[config.mk]
export PLATFORM = sky130hd
export DESIGN_NAME = indexed_max_priority_table_unit
export DESIGN_NICKNAME = d
export VERILOG_FILES = /design/src/hw/rtl/impt_pkg.sv /design/src/hw/rtl/impt_ctrl.sv /design/src/hw/rtl/impt_dpath.sv /design/src/hw/rtl/indexed_max_priority_table_unit.sv
export SDC_FILE = /design/constraint.sdc
export NUM_CORES = 2
export LEC_CHECK = 0
export ABC_CLOCK_PERIOD_IN_PS = 20100
export BUFFER_PORTS_ARGS = -buffer_cell sky130_fd_sc_hd__buf_2
export CORE_AREA = 2 2 791 793
export DETAILED_ROUTE_END_ITERATION = 10
export DIE_AREA = 0 0 793 795
export GPL_TIMING_DRIVEN = 1
export HOLD_SLACK_MARGIN = 0.03
export PLACE_DENSITY_LB_ADDON = 0.08
export SYNTH_ARGS = -nofsm -noshare
export SYNTH_HDL_FRONTEND = slang
export SYNTH_HIERARCHICAL = 1
export SYNTH_SLANG_ARGS = --single-unit
[constraint.sdc]
create_clock -name clock -period 20.1 [get_ports clock]
set_clock_uncertainty 0.2 [all_clocks]
set_input_delay 6.03 -clock clock [delete_from_list [all_inputs] [get_ports clock]]
set_output_delay 6.03 -clock clock [all_outputs]
set_load 0.01 [all_outputs]
[src/hw/rtl/impt_pkg.sv]
// Shared types and codes for the indexed max-priority table unit.
// No dependencies; used by impt_ctrl, impt_dpath and the top level.
`default_nettype none

package impt_pkg;

   // Operation codes carried on req_operation
   localparam logic [1:0] OP_INSERT = 2'd0;
   localparam logic [1:0] OP_RAISE  = 2'd1;
   localparam logic [1:0] OP_REMOVE = 2'd2;
   localparam logic [1:0] OP_QUERY  = 2'd3;

   // Fixed port field widths
   localparam int OP_BITS    = 2;
   localparam int ID_BITS    = 6;
   localparam int VALUE_BITS = 16;

   // Commands from controller to datapath
   typedef struct packed {
      logic clear_wr;   // write an empty word at the sweep counter
      logic insert_wr;  // write the request beat as a fresh entry
      logic remove_wr;  // write an empty word at the request id
      logic raise_rd;   // capture request, read entry at request id
      logic raise_wr;   // write back the saturated level
      logic scan_init;  // zero the sweep counter and clear the found flag
      logic scan_rd;    // read at the sweep counter and advance it
      logic rsp_load;   // move the best-so-far into the output register
   } cmd_type;

   // Status from datapath to controller
   typedef struct packed {
      logic id_ok;      // request id lies inside the table
      logic cnt_last;   // sweep counter sits on the last entry
      logic rsp_free;   // output register can take a beat this cycle
   } status_type;

endpackage

`default_nettype wire

[src/hw/rtl/impt_ctrl.sv]
// Controller state machine for the indexed max-priority table unit.
// Depends on impt_pkg; drives impt_dpath through cmd_type, reads status_type.
`default_nettype none

module impt_ctrl (
   input  wire logic                                clock,
   input  wire logic                                reset,
   input  wire logic                                req_valid,
   output logic                                     req_ready,
   input  wire logic [impt_pkg::OP_BITS-1:0]        req_operation,
   input  wire impt_pkg::status_type                status,
   output impt_pkg::cmd_type                        cmd
);

   localparam logic [2:0] S_CLEAR = 3'd0;
   localparam logic [2:0] S_IDLE  = 3'd1;
   localparam logic [2:0] S_RAISE = 3'd2;
   localparam logic [2:0] S_SCAN  = 3'd3;
   localparam logic [2:0] S_DRAIN = 3'd4;
   localparam logic [2:0] S_OUT   = 3'd5;

   logic [2:0] state_ff;
   logic [2:0] state_in;
   logic       accept;

   assign req_ready = (state_ff == S_IDLE);
   assign accept    = req_valid && req_ready;

   // Next state and command decode
   always_comb begin
      state_in = state_ff;
      cmd      = '0;
      unique case (state_ff)
         S_CLEAR: begin
            cmd.clear_wr = 1'b1;
            if (status.cnt_last) begin
               state_in = S_IDLE;
            end
         end
         S_IDLE: begin
            if (accept) begin
               unique case (req_operation)
                  impt_pkg::OP_INSERT: cmd.insert_wr = status.id_ok;
                  impt_pkg::OP_REMOVE: cmd.remove_wr = status.id_ok;
                  impt_pkg::OP_RAISE: begin
                     if (status.id_ok) begin
                        cmd.raise_rd = 1'b1;
                        state_in     = S_RAISE;
                     end
                  end
                  impt_pkg::OP_QUERY: begin
                     cmd.scan_init = 1'b1;
                     state_in      = S_SCAN;
                  end
               endcase
            end
         end
         S_RAISE: begin
            cmd.raise_wr = 1'b1;
            state_in     = S_IDLE;
         end
         S_SCAN: begin
            cmd.scan_rd = 1'b1;
            if (status.cnt_last) begin
               state_in = S_DRAIN;
            end
         end
         S_DRAIN: begin
            state_in = S_OUT;
         end
         S_OUT: begin
            if (status.rsp_free) begin
               cmd.rsp_load = 1'b1;
               state_in     = S_IDLE;
            end
         end
         default: begin
            state_in = S_IDLE;
         end
      endcase
   end

   // Advance state
   always_ff @(posedge clock) begin
      if (reset) begin
         state_ff <= S_CLEAR;
      end else begin
         state_ff <= state_in;
      end
   end

`ifndef NO_ASSERTIONS
   // Never overwrite a beat that the output still holds
   assert property (@(posedge clock) disable iff (reset)
      cmd.rsp_load |-> status.rsp_free)
      else $error("result loaded while output register busy");

   // One memory write source at a time
   assert property (@(posedge clock) disable iff (reset)
      $onehot0({cmd.clear_wr, cmd.insert_wr, cmd.remove_wr, cmd.raise_wr}))
      else $error("conflicting memory writes");

   // Raise write-back uses the read issued the cycle before
   assert property (@(posedge clock) disable iff (reset)
      cmd.raise_wr |-> $past(cmd.raise_rd))
      else $error("raise write without preceding read");

   // A sweep read continues a sweep that was started
   assert property (@(posedge clock) disable iff (reset)
      cmd.scan_rd |-> $past(cmd.scan_init || cmd.scan_rd))
      else $error("scan read outside a sweep");
`endif

endmodule

`default_nettype wire

[src/hw/rtl/impt_dpath.sv]
// Datapath for the indexed max-priority table unit: entry memory, sweep
// counter, arrival counter, best-so-far compare and output register.
// Depends on impt_pkg; commanded by impt_ctrl.
`default_nettype none

module impt_dpath #(
   parameter int ENTRIES      = 64,
   parameter int LEVEL_BITS   = 16,
   parameter int ARRIVAL_BITS = 32
) (
   input  wire logic                                  clock,
   input  wire logic                                  reset,
   input  wire logic [impt_pkg::ID_BITS-1:0]          req_entry_id,
   input  wire logic [impt_pkg::VALUE_BITS-1:0]       req_level_value,
   input  wire logic                                  rsp_ready,
   output logic                                       rsp_valid,
   output logic                                       rsp_is_empty,
   output logic [impt_pkg::ID_BITS-1:0]               rsp_top_entry,
   output logic [impt_pkg::VALUE_BITS-1:0]            rsp_top_level,
   input  wire impt_pkg::cmd_type                     cmd,
   output impt_pkg::status_type                       status
);

   localparam int IDX_W  = $clog2(ENTRIES);
   localparam int IDE_W  = IDX_W + impt_pkg::ID_BITS + 1;
   localparam int WORD_W = 1 + LEVEL_BITS + ARRIVAL_BITS;

   // Entry memory: {occupied, level, arrival}
   logic [WORD_W-1:0] mem [ENTRIES];

   logic [WORD_W-1:0]       rd_data_ff;
   logic [IDX_W-1:0]        rd_idx_ff;
   logic                    scan_pend_ff;
   logic [IDX_W-1:0]        cnt_ff;
   logic [ARRIVAL_BITS-1:0] next_arr_ff;
   logic [IDX_W-1:0]        cap_id_ff;
   logic [LEVEL_BITS-1:0]   cap_val_ff;
   logic                    found_ff;
   logic [IDX_W-1:0]        best_idx_ff;
   logic [LEVEL_BITS-1:0]   best_lvl_ff;
   logic [ARRIVAL_BITS-1:0] best_arr_ff;
   logic                    rsp_valid_ff;
   logic                    rsp_empty_ff;
   logic [impt_pkg::ID_BITS-1:0]    rsp_entry_ff;
   logic [impt_pkg::VALUE_BITS-1:0] rsp_level_ff;

   logic [IDE_W-1:0]                 id_ext;
   logic [IDX_W-1:0]                 id_idx;
   logic [LEVEL_BITS+impt_pkg::VALUE_BITS-1:0] val_ext;
   logic [LEVEL_BITS-1:0]            req_val;
   logic                             rd_occ;
   logic [LEVEL_BITS-1:0]            rd_lvl;
   logic [ARRIVAL_BITS-1:0]          rd_arr;
   logic [LEVEL_BITS:0]              raise_sum;
   logic [LEVEL_BITS-1:0]            raise_lvl;
   logic                             better;
   logic                             wr_en;
   logic [IDX_W-1:0]                 wr_addr;
   logic [WORD_W-1:0]                wr_data;
   logic [IDX_W-1:0]                 rd_addr;
   logic [IDX_W+impt_pkg::ID_BITS-1:0]         best_idx_ext;
   logic [LEVEL_BITS+impt_pkg::VALUE_BITS-1:0] best_lvl_ext;

   // Decode the request id and value
   assign id_ext  = {{(IDX_W + 1){1'b0}}, req_entry_id};
   assign id_idx  = id_ext[IDX_W-1:0];
   assign val_ext = {{LEVEL_BITS{1'b0}}, req_level_value};
   assign req_val = val_ext[LEVEL_BITS-1:0];

   assign status.id_ok    = (id_ext < IDE_W'(ENTRIES));
   assign status.cnt_last = (cnt_ff == IDX_W'(ENTRIES - 1));
   assign status.rsp_free = !rsp_valid_ff || rsp_ready;

   // Split the registered read word
   assign rd_occ = rd_data_ff[WORD_W-1];
   assign rd_lvl = rd_data_ff[ARRIVAL_BITS +: LEVEL_BITS];
   assign rd_arr = rd_data_ff[ARRIVAL_BITS-1:0];

   // Saturating raise
   assign raise_sum = {1'b0, rd_lvl} + {1'b0, cap_val_ff};
   assign raise_lvl = raise_sum[LEVEL_BITS] ? {LEVEL_BITS{1'b1}} : raise_sum[LEVEL_BITS-1:0];

   // Higher level wins, then earlier arrival; ties keep the lower index
   assign better = rd_occ && (!found_ff || (rd_lvl > best_lvl_ff) ||
                  ((rd_lvl == best_lvl_ff) && (rd_arr < best_arr_ff)));

   // Select the write port source
   always_comb begin
      wr_en   = 1'b0;
      wr_addr = id_idx;
      wr_data = '0;
      priority if (cmd.clear_wr) begin
         wr_en   = 1'b1;
         wr_addr = cnt_ff;
      end else if (cmd.insert_wr) begin
         wr_en   = 1'b1;
         wr_data = {1'b1, req_val, next_arr_ff};
      end else if (cmd.remove_wr) begin
         wr_en   = 1'b1;
      end else if (cmd.raise_wr) begin
         wr_en   = rd_occ;
         wr_addr = cap_id_ff;
         wr_data = {1'b1, raise_lvl, rd_arr};
      end
   end

   assign rd_addr = cmd.raise_rd ? id_idx : cnt_ff;

   // Memory write and registered read
   always_ff @(posedge clock) begin
      if (wr_en) begin
         mem[wr_addr] <= wr_data;
      end
      rd_data_ff <= mem[rd_addr];
      rd_idx_ff  <= cnt_ff;
   end

   // Control registers: sweep counter, arrival counter, flags
   always_ff @(posedge clock) begin
      if (reset) begin
         cnt_ff       <= '0;
         next_arr_ff  <= '0;
         scan_pend_ff <= 1'b0;
         found_ff     <= 1'b0;
         rsp_valid_ff <= 1'b0;
      end else begin
         scan_pend_ff <= cmd.scan_rd;
         if (cmd.scan_init) begin
            cnt_ff <= '0;
         end else if (cmd.clear_wr || cmd.scan_rd) begin
            cnt_ff <= status.cnt_last ? '0 : cnt_ff + IDX_W'(1);
         end
         if (cmd.insert_wr) begin
            next_arr_ff <= next_arr_ff + ARRIVAL_BITS'(1);
         end
         if (cmd.scan_init) begin
            found_ff <= 1'b0;
         end else if (scan_pend_ff && better) begin
            found_ff <= 1'b1;
         end
         if (cmd.rsp_load) begin
            rsp_valid_ff <= 1'b1;
         end else if (rsp_ready) begin
            rsp_valid_ff <= 1'b0;
         end
      end
   end

   assign best_idx_ext = {{impt_pkg::ID_BITS{1'b0}}, best_idx_ff};
   assign best_lvl_ext = {{impt_pkg::VALUE_BITS{1'b0}}, best_lvl_ff};

   // Payload registers: raise capture, best-so-far, output beat
   always_ff @(posedge clock) begin
      if (cmd.raise_rd) begin
         cap_id_ff  <= id_idx;
         cap_val_ff <= req_val;
      end
      if (scan_pend_ff && better) begin
         best_idx_ff <= rd_idx_ff;
         best_lvl_ff <= rd_lvl;
         best_arr_ff <= rd_arr;
      end
      if (cmd.rsp_load) begin
         rsp_empty_ff <= !found_ff;
         rsp_entry_ff <= found_ff ? best_idx_ext[impt_pkg::ID_BITS-1:0] : '0;
         rsp_level_ff <= found_ff ? best_lvl_ext[impt_pkg::VALUE_BITS-1:0] : '0;
      end
   end

   assign rsp_valid     = rsp_valid_ff;
   assign rsp_is_empty  = rsp_empty_ff;
   assign rsp_top_entry = rsp_entry_ff;
   assign rsp_top_level = rsp_level_ff;

endmodule

`default_nettype wire

[src/hw/rtl/indexed_max_priority_table_unit.sv]
// Indexed max-priority table unit. Insert and remove write on accept; raise
// reads the entry and then writes it back. A query sweeps the entry memory
// one entry a cycle; rsp_valid rises in the same cycle that req_ready returns.
// One item is in work at a time; a held result beat stalls the next query.
// After reset a clearing pass empties the table; req_ready stays low until
// it ends. Depends on impt_pkg, impt_ctrl and impt_dpath.
`default_nettype none

module indexed_max_priority_table_unit #(
   parameter int ENTRIES      = 64,
   parameter int LEVEL_BITS   = 16,
   parameter int ARRIVAL_BITS = 32
) (
   input  wire logic                                  clock,
   input  wire logic                                  reset,
   input  wire logic                                  req_valid,
   output logic                                       req_ready,
   input  wire logic [impt_pkg::OP_BITS-1:0]          req_operation,
   input  wire logic [impt_pkg::ID_BITS-1:0]          req_entry_id,
   input  wire logic [impt_pkg::VALUE_BITS-1:0]       req_level_value,
   output logic                                       rsp_valid,
   input  wire logic                                  rsp_ready,
   output logic                                       rsp_is_empty,
   output logic [impt_pkg::ID_BITS-1:0]               rsp_top_entry,
   output logic [impt_pkg::VALUE_BITS-1:0]            rsp_top_level
);

   impt_pkg::cmd_type    cmd;
   impt_pkg::status_type status;

   impt_ctrl u_ctrl (
      .clock         (clock),
      .reset         (reset),
      .req_valid     (req_valid),
      .req_ready     (req_ready),
      .req_operation (req_operation),
      .status        (status),
      .cmd           (cmd)
   );

   impt_dpath #(
      .ENTRIES      (ENTRIES),
      .LEVEL_BITS   (LEVEL_BITS),
      .ARRIVAL_BITS (ARRIVAL_BITS)
   ) u_dpath (
      .clock           (clock),
      .reset           (reset),
      .req_entry_id    (req_entry_id),
      .req_level_value (req_level_value),
      .rsp_ready       (rsp_ready),
      .rsp_valid       (rsp_valid),
      .rsp_is_empty    (rsp_is_empty),
      .rsp_top_entry   (rsp_top_entry),
      .rsp_top_level   (rsp_top_level),
      .cmd             (cmd),
      .status          (status)
   );

endmodule

`default_nettype wire

==> flow_results.org <==
** Drt
- Detailed-route wire length per cell :: 38.7 µm
- Total number of vias :: 125000
- Once detail routing completed, the nets flagged for antenna violations numbered 0.
- Remaining routing DRC violations :: 0
- After detailed routing, the number of vias per cell comes to 5.86.
- For this block, the routed nets add up to 824000 µm of wire.
- Detailed Routing Iterations Pass 1 :: 6
- Number of violations reported at the end of detailed-routing iteration 0 :: 15800

** STA
- The number of max-slew violations in the final report came to 2.
- Min Clock Period, post-route :: 11.86 ns
- Worst-case headroom to the max-slew limit :: -0.0930
- Period Utilization, post-route :: 0.590
- After layout, the worst setup slack is 8.24 ns.
- Final Setup Violations :: 0
- After routing, the total negative slack on setup checks comes to 0 ns.
- Setup repair after global routing missed its margin :: no
- Number of hold violations in the final report :: 0
- For the pin with the worst max-slew slack, the measured transition is 1.62 ns.
- Timing-limited maximum frequency :: 84.3 MHz

** Floorplan
- For this design the top-level I/O count stands at 53.
- Placement row count :: 290
- DIE AREA :: 630000 µm²
- Die extent in x :: 793 µm
- Core Region :: 622000 µm²
- Initial standard-cell utilization of the core :: 0.249
- Die height :: 795 µm

** Global route
- The via count of the first global-routing pass came to 119000.
- Maximum number of pins on one net before global-route repair :: 177
- The initial antenna violation count came to 70.
- The first global-routing pass estimated 1100000 µm of wire.
- Global router's overall resource usage :: 0.251
- GRT overflow :: 0

** Hold path
- The worst hold path belongs to the class register to register.

** Clocking
- Total number of clock tree sinks :: 3334
- The tree is rooted in a sky130_fd_sc_hd__clkbuf_16.
- For this design, the CTS-stage hold fixing added 0 buffers.
- TritonCTS clock tree :: done
- Post-CTS timing repair inserted 0 buffers for setup.
- The number of clock buffers added by TritonCTS is 416.
- Maximum root-to-sink buffer count :: 4
- Clock input transition at the sequential cells of the worst setup and hold paths :: 0.06 ns
- In this run the number of H-tree levels came out at 5.
- The clock reaches the later pin of the worst-skew pair after 1.06 ns.
- Number of instances resized during post-cts repair :: 0

** Placed design
- Placed standard-cell area :: 165000 µm²
- The HPWL after detailed placement is 434000 µm.
- Prior to clock tree synthesis, the placed netlist has a worst setup slack of 7.31 ns.
- Port Buf Inserts :: 52
- Routability-driven placement finished with a final weighted congestion of 0.809.

** Power and ir drop
- The worst-case IR drop observed on VDD is 0.0719 mV.
- In this run the static leakage power is 61.5 nW.
- Dividing total power by cell area gives a power density of 96.0 nW/µm².

** Worst setup path
- STA classifies the critical path startpoint as a primary input.
- Series of cell instances along the critical path :: buf_2 -> nand3_2 -> nor3b_4 -> buf_12 -> buf_4 -> mux2i_4 -> buf_4 -> buf_4 -> buf_4 -> nand2_1 -> a221oi_1 -> o22ai_1 -> a22oi_1 -> a211oi_1 -> a31oi_1
- In this design, the stage delay of the slowest critical-path cell is 0.82 ns.
- The worst setup path is of the primary input to register kind.
- Of all nets on the critical path, the largest fanout is 124.
- Most frequent CP cell :: sky130_fd_sc_hd__buf_4
- Capturing element type of the critical path :: register
- At the worst endpoint, the arrival time is 12.61 ns.
- Required time at the endpoint of the critical path :: 20.85 ns
- Slowest CP cell :: sky130_fd_sc_hd__buf_4

** Layout
- After filler insertion, the fill cell instance count of the layout stands at 63100.
- At the end of the flow the core is filled with cells to 0.287.
- Commonest non-fill, non-tap cell in the layout :: sky130_fd_sc_hd__edfxtp_1
- Summing all non-filler instances in the final layout gives an area of 178000 µm².
- In the layout the commonest cells are 3235 x sky130_fd_sc_hd__edfxtp_1, 2500 x sky130_fd_sc_hd__a21oi_1, 1560 x sky130_fd_sc_hd__a211oi_1, 677 x sky130_fd_sc_hd__o21ai_0, 595 x sky130_fd_sc_hd__nand2_1.
- Total Nets Final :: 12700
- Compared with the post-synthesis result, the final layout area differs by 15.0%.
- Fraction of layout instances using a drive strength above 1 :: 0.102
- Multi-input gate area in the final layout :: 50400 µm²
- Area of all sequential standard cells :: 99100 µm²

** Synth
- Counting flops with an async set or reset pin after synthesis yields a share of 0.
- Synthesis inferred 3334 register bits.
- Number of synthesis warnings :: 6
- Averaged over all synthesized cells, the footprint is 12.0 µm².
- Ys flop type :: sky130_fd_sc_hd__edfxtp_1
- Counting distinct cell types in the post-synthesis netlist gives 97.
- After technology mapping, the gate count stands at 13000.
- Area of the mapped netlist :: 155000 µm²
- Nets in the synthesized netlist :: 13100
- The share of the Yosys chip area taken by registers is 0.639.
- Count of flip-flops with a built-in enable after synthesis :: 3235

** Status
- The run finished, with violations left.
- The checks that failed: capacitance limit, slew limit.

** Run
- Count of maximum capacitance violations :: 1
## report_power, final
group,switching (W),internal (W)
Clock,0.00327,0.00425
Sequential,0.000122,0.00759
Combinational,0.00137,0.000527
## state kept, by name, summed over array words and instances (netlist names)
name / flops
u_dpath/cnt_ff: 6
u_dpath/rsp_is_empty: 1
u_dpath/rsp_top_entry: 6
u_dpath/rsp_top_level: 16
u_dpath/best_arr_ff: 32
u_dpath/best_idx_ff: 6
u_dpath/found_ff: 1
u_dpath/rd_idx_ff: 6
u_dpath/best_lvl_ff: 16
u_dpath/mem: 3136
u_dpath/rsp_valid: 1
u_dpath/rd_data_ff: 49
u_ctrl/state_ff: 3
u_dpath/scan_pend_ff: 1
u_dpath/cap_val_ff: 16
u_dpath/next_arr_ff: 32
u_dpath/cap_id_ff: 6
## metrics by stage
step	cells	hold WS [ns]	power [W]
after floorplan	13000	0.148	0.00888
after global placement	20500	0.190	0.00971
after detailed placement	20500	0.189	0.00971
after CTS	21300	0.204	0.0172
after global routing	21300	0.207	0.0176
final	21300	0.205	0.0171
## critical path, delay by kind of cell
kind	cells	cell delay, ns
mux	1	0.74
compound gates	5	1.08
simple gates	3	0.90
buf+inv	6	3.50
## per-layer routing
| metal | GRT usage | part of all wire | up-vias |
|---|---|---|---|
| li1 | - | - | 51100 |
| met1 | 0.350 | 0.44 | 66000 |
| met2 | 0.393 | 0.45 | 6637 |
| met3 | 0.0403 | 0.075 | 1212 |
| met4 | 0.0871 | 0.038 | 12 |
| met5 | 0 | 0.000098 | - |
## area by class of cell
type                       count  area share
antenna                       29    0.000407
clock inverter               226      0.0120
tap                         8322      0.0584
sequential                  3334       0.556
timing repair buffer         535      0.0248
clock buffer                 543      0.0627
multi-input combinational   8164       0.282
inverter                     163     0.00364
## path summary, 6_finish.rpt
check	from	endpoint	slack, ns	cells after the start
worst max register to register	u_ctrl/state_ff[0]	u_dpath/rd_data_ff[42]	12.47	15
worst min-delay path	u_dpath/rd_idx_ff[0]	u_dpath/best_idx_ff[0]	0.20	0
worst min register to register	u_dpath/rd_idx_ff[0]	u_dpath/best_idx_ff[0]	0.20	0
worst max-delay path	req_valid	u_dpath/rd_data_ff[42]	8.24	15
## synthesized netlist by cell type (all sizes together), types with 24 or more instances
library cell,count,area [µm²]
a211oi,1562,11700
o2111ai,38,333
o211ai,110,826
a21o,386,2900
dfxtp,99,1980
o31ai,53,398
nand2,601,2260
nand3,161,811
o22ai,168,1050
nand2b,82,513
o21a,25,188
clkbuf,463,1740
edfxtp,3235,97100
nor3,172,866
a31oi,207,1300
a21oi,2508,12600
ha,65,813
o221ai,75,657
inv,162,608
xor2,24,210
nor2b,66,413
a22oi,71,538
a221o,54,541
buf,839,4430
a41oi,24,210
a311oi,39,342
a221oi,190,1670
nor2,458,1730
o21ai,689,3450
## logic make-up after synthesis
family / Yosys count / synth area share
AO/OA/AOI/OAI: 6386 / 0.261
XOR/XNOR: 39 / 0.00220
adder cells (fa/ha/maj): 66 / 0.00537
buffers and inverters: 1465 / 0.0437
flip-flops: 3334 / 0.639
multiplexers: 19 / 0.00151
other: 1 / 0.0000242
AND/OR/NAND/NOR: 1653 / 0.0475
Power figures use the tool's default switching activity.
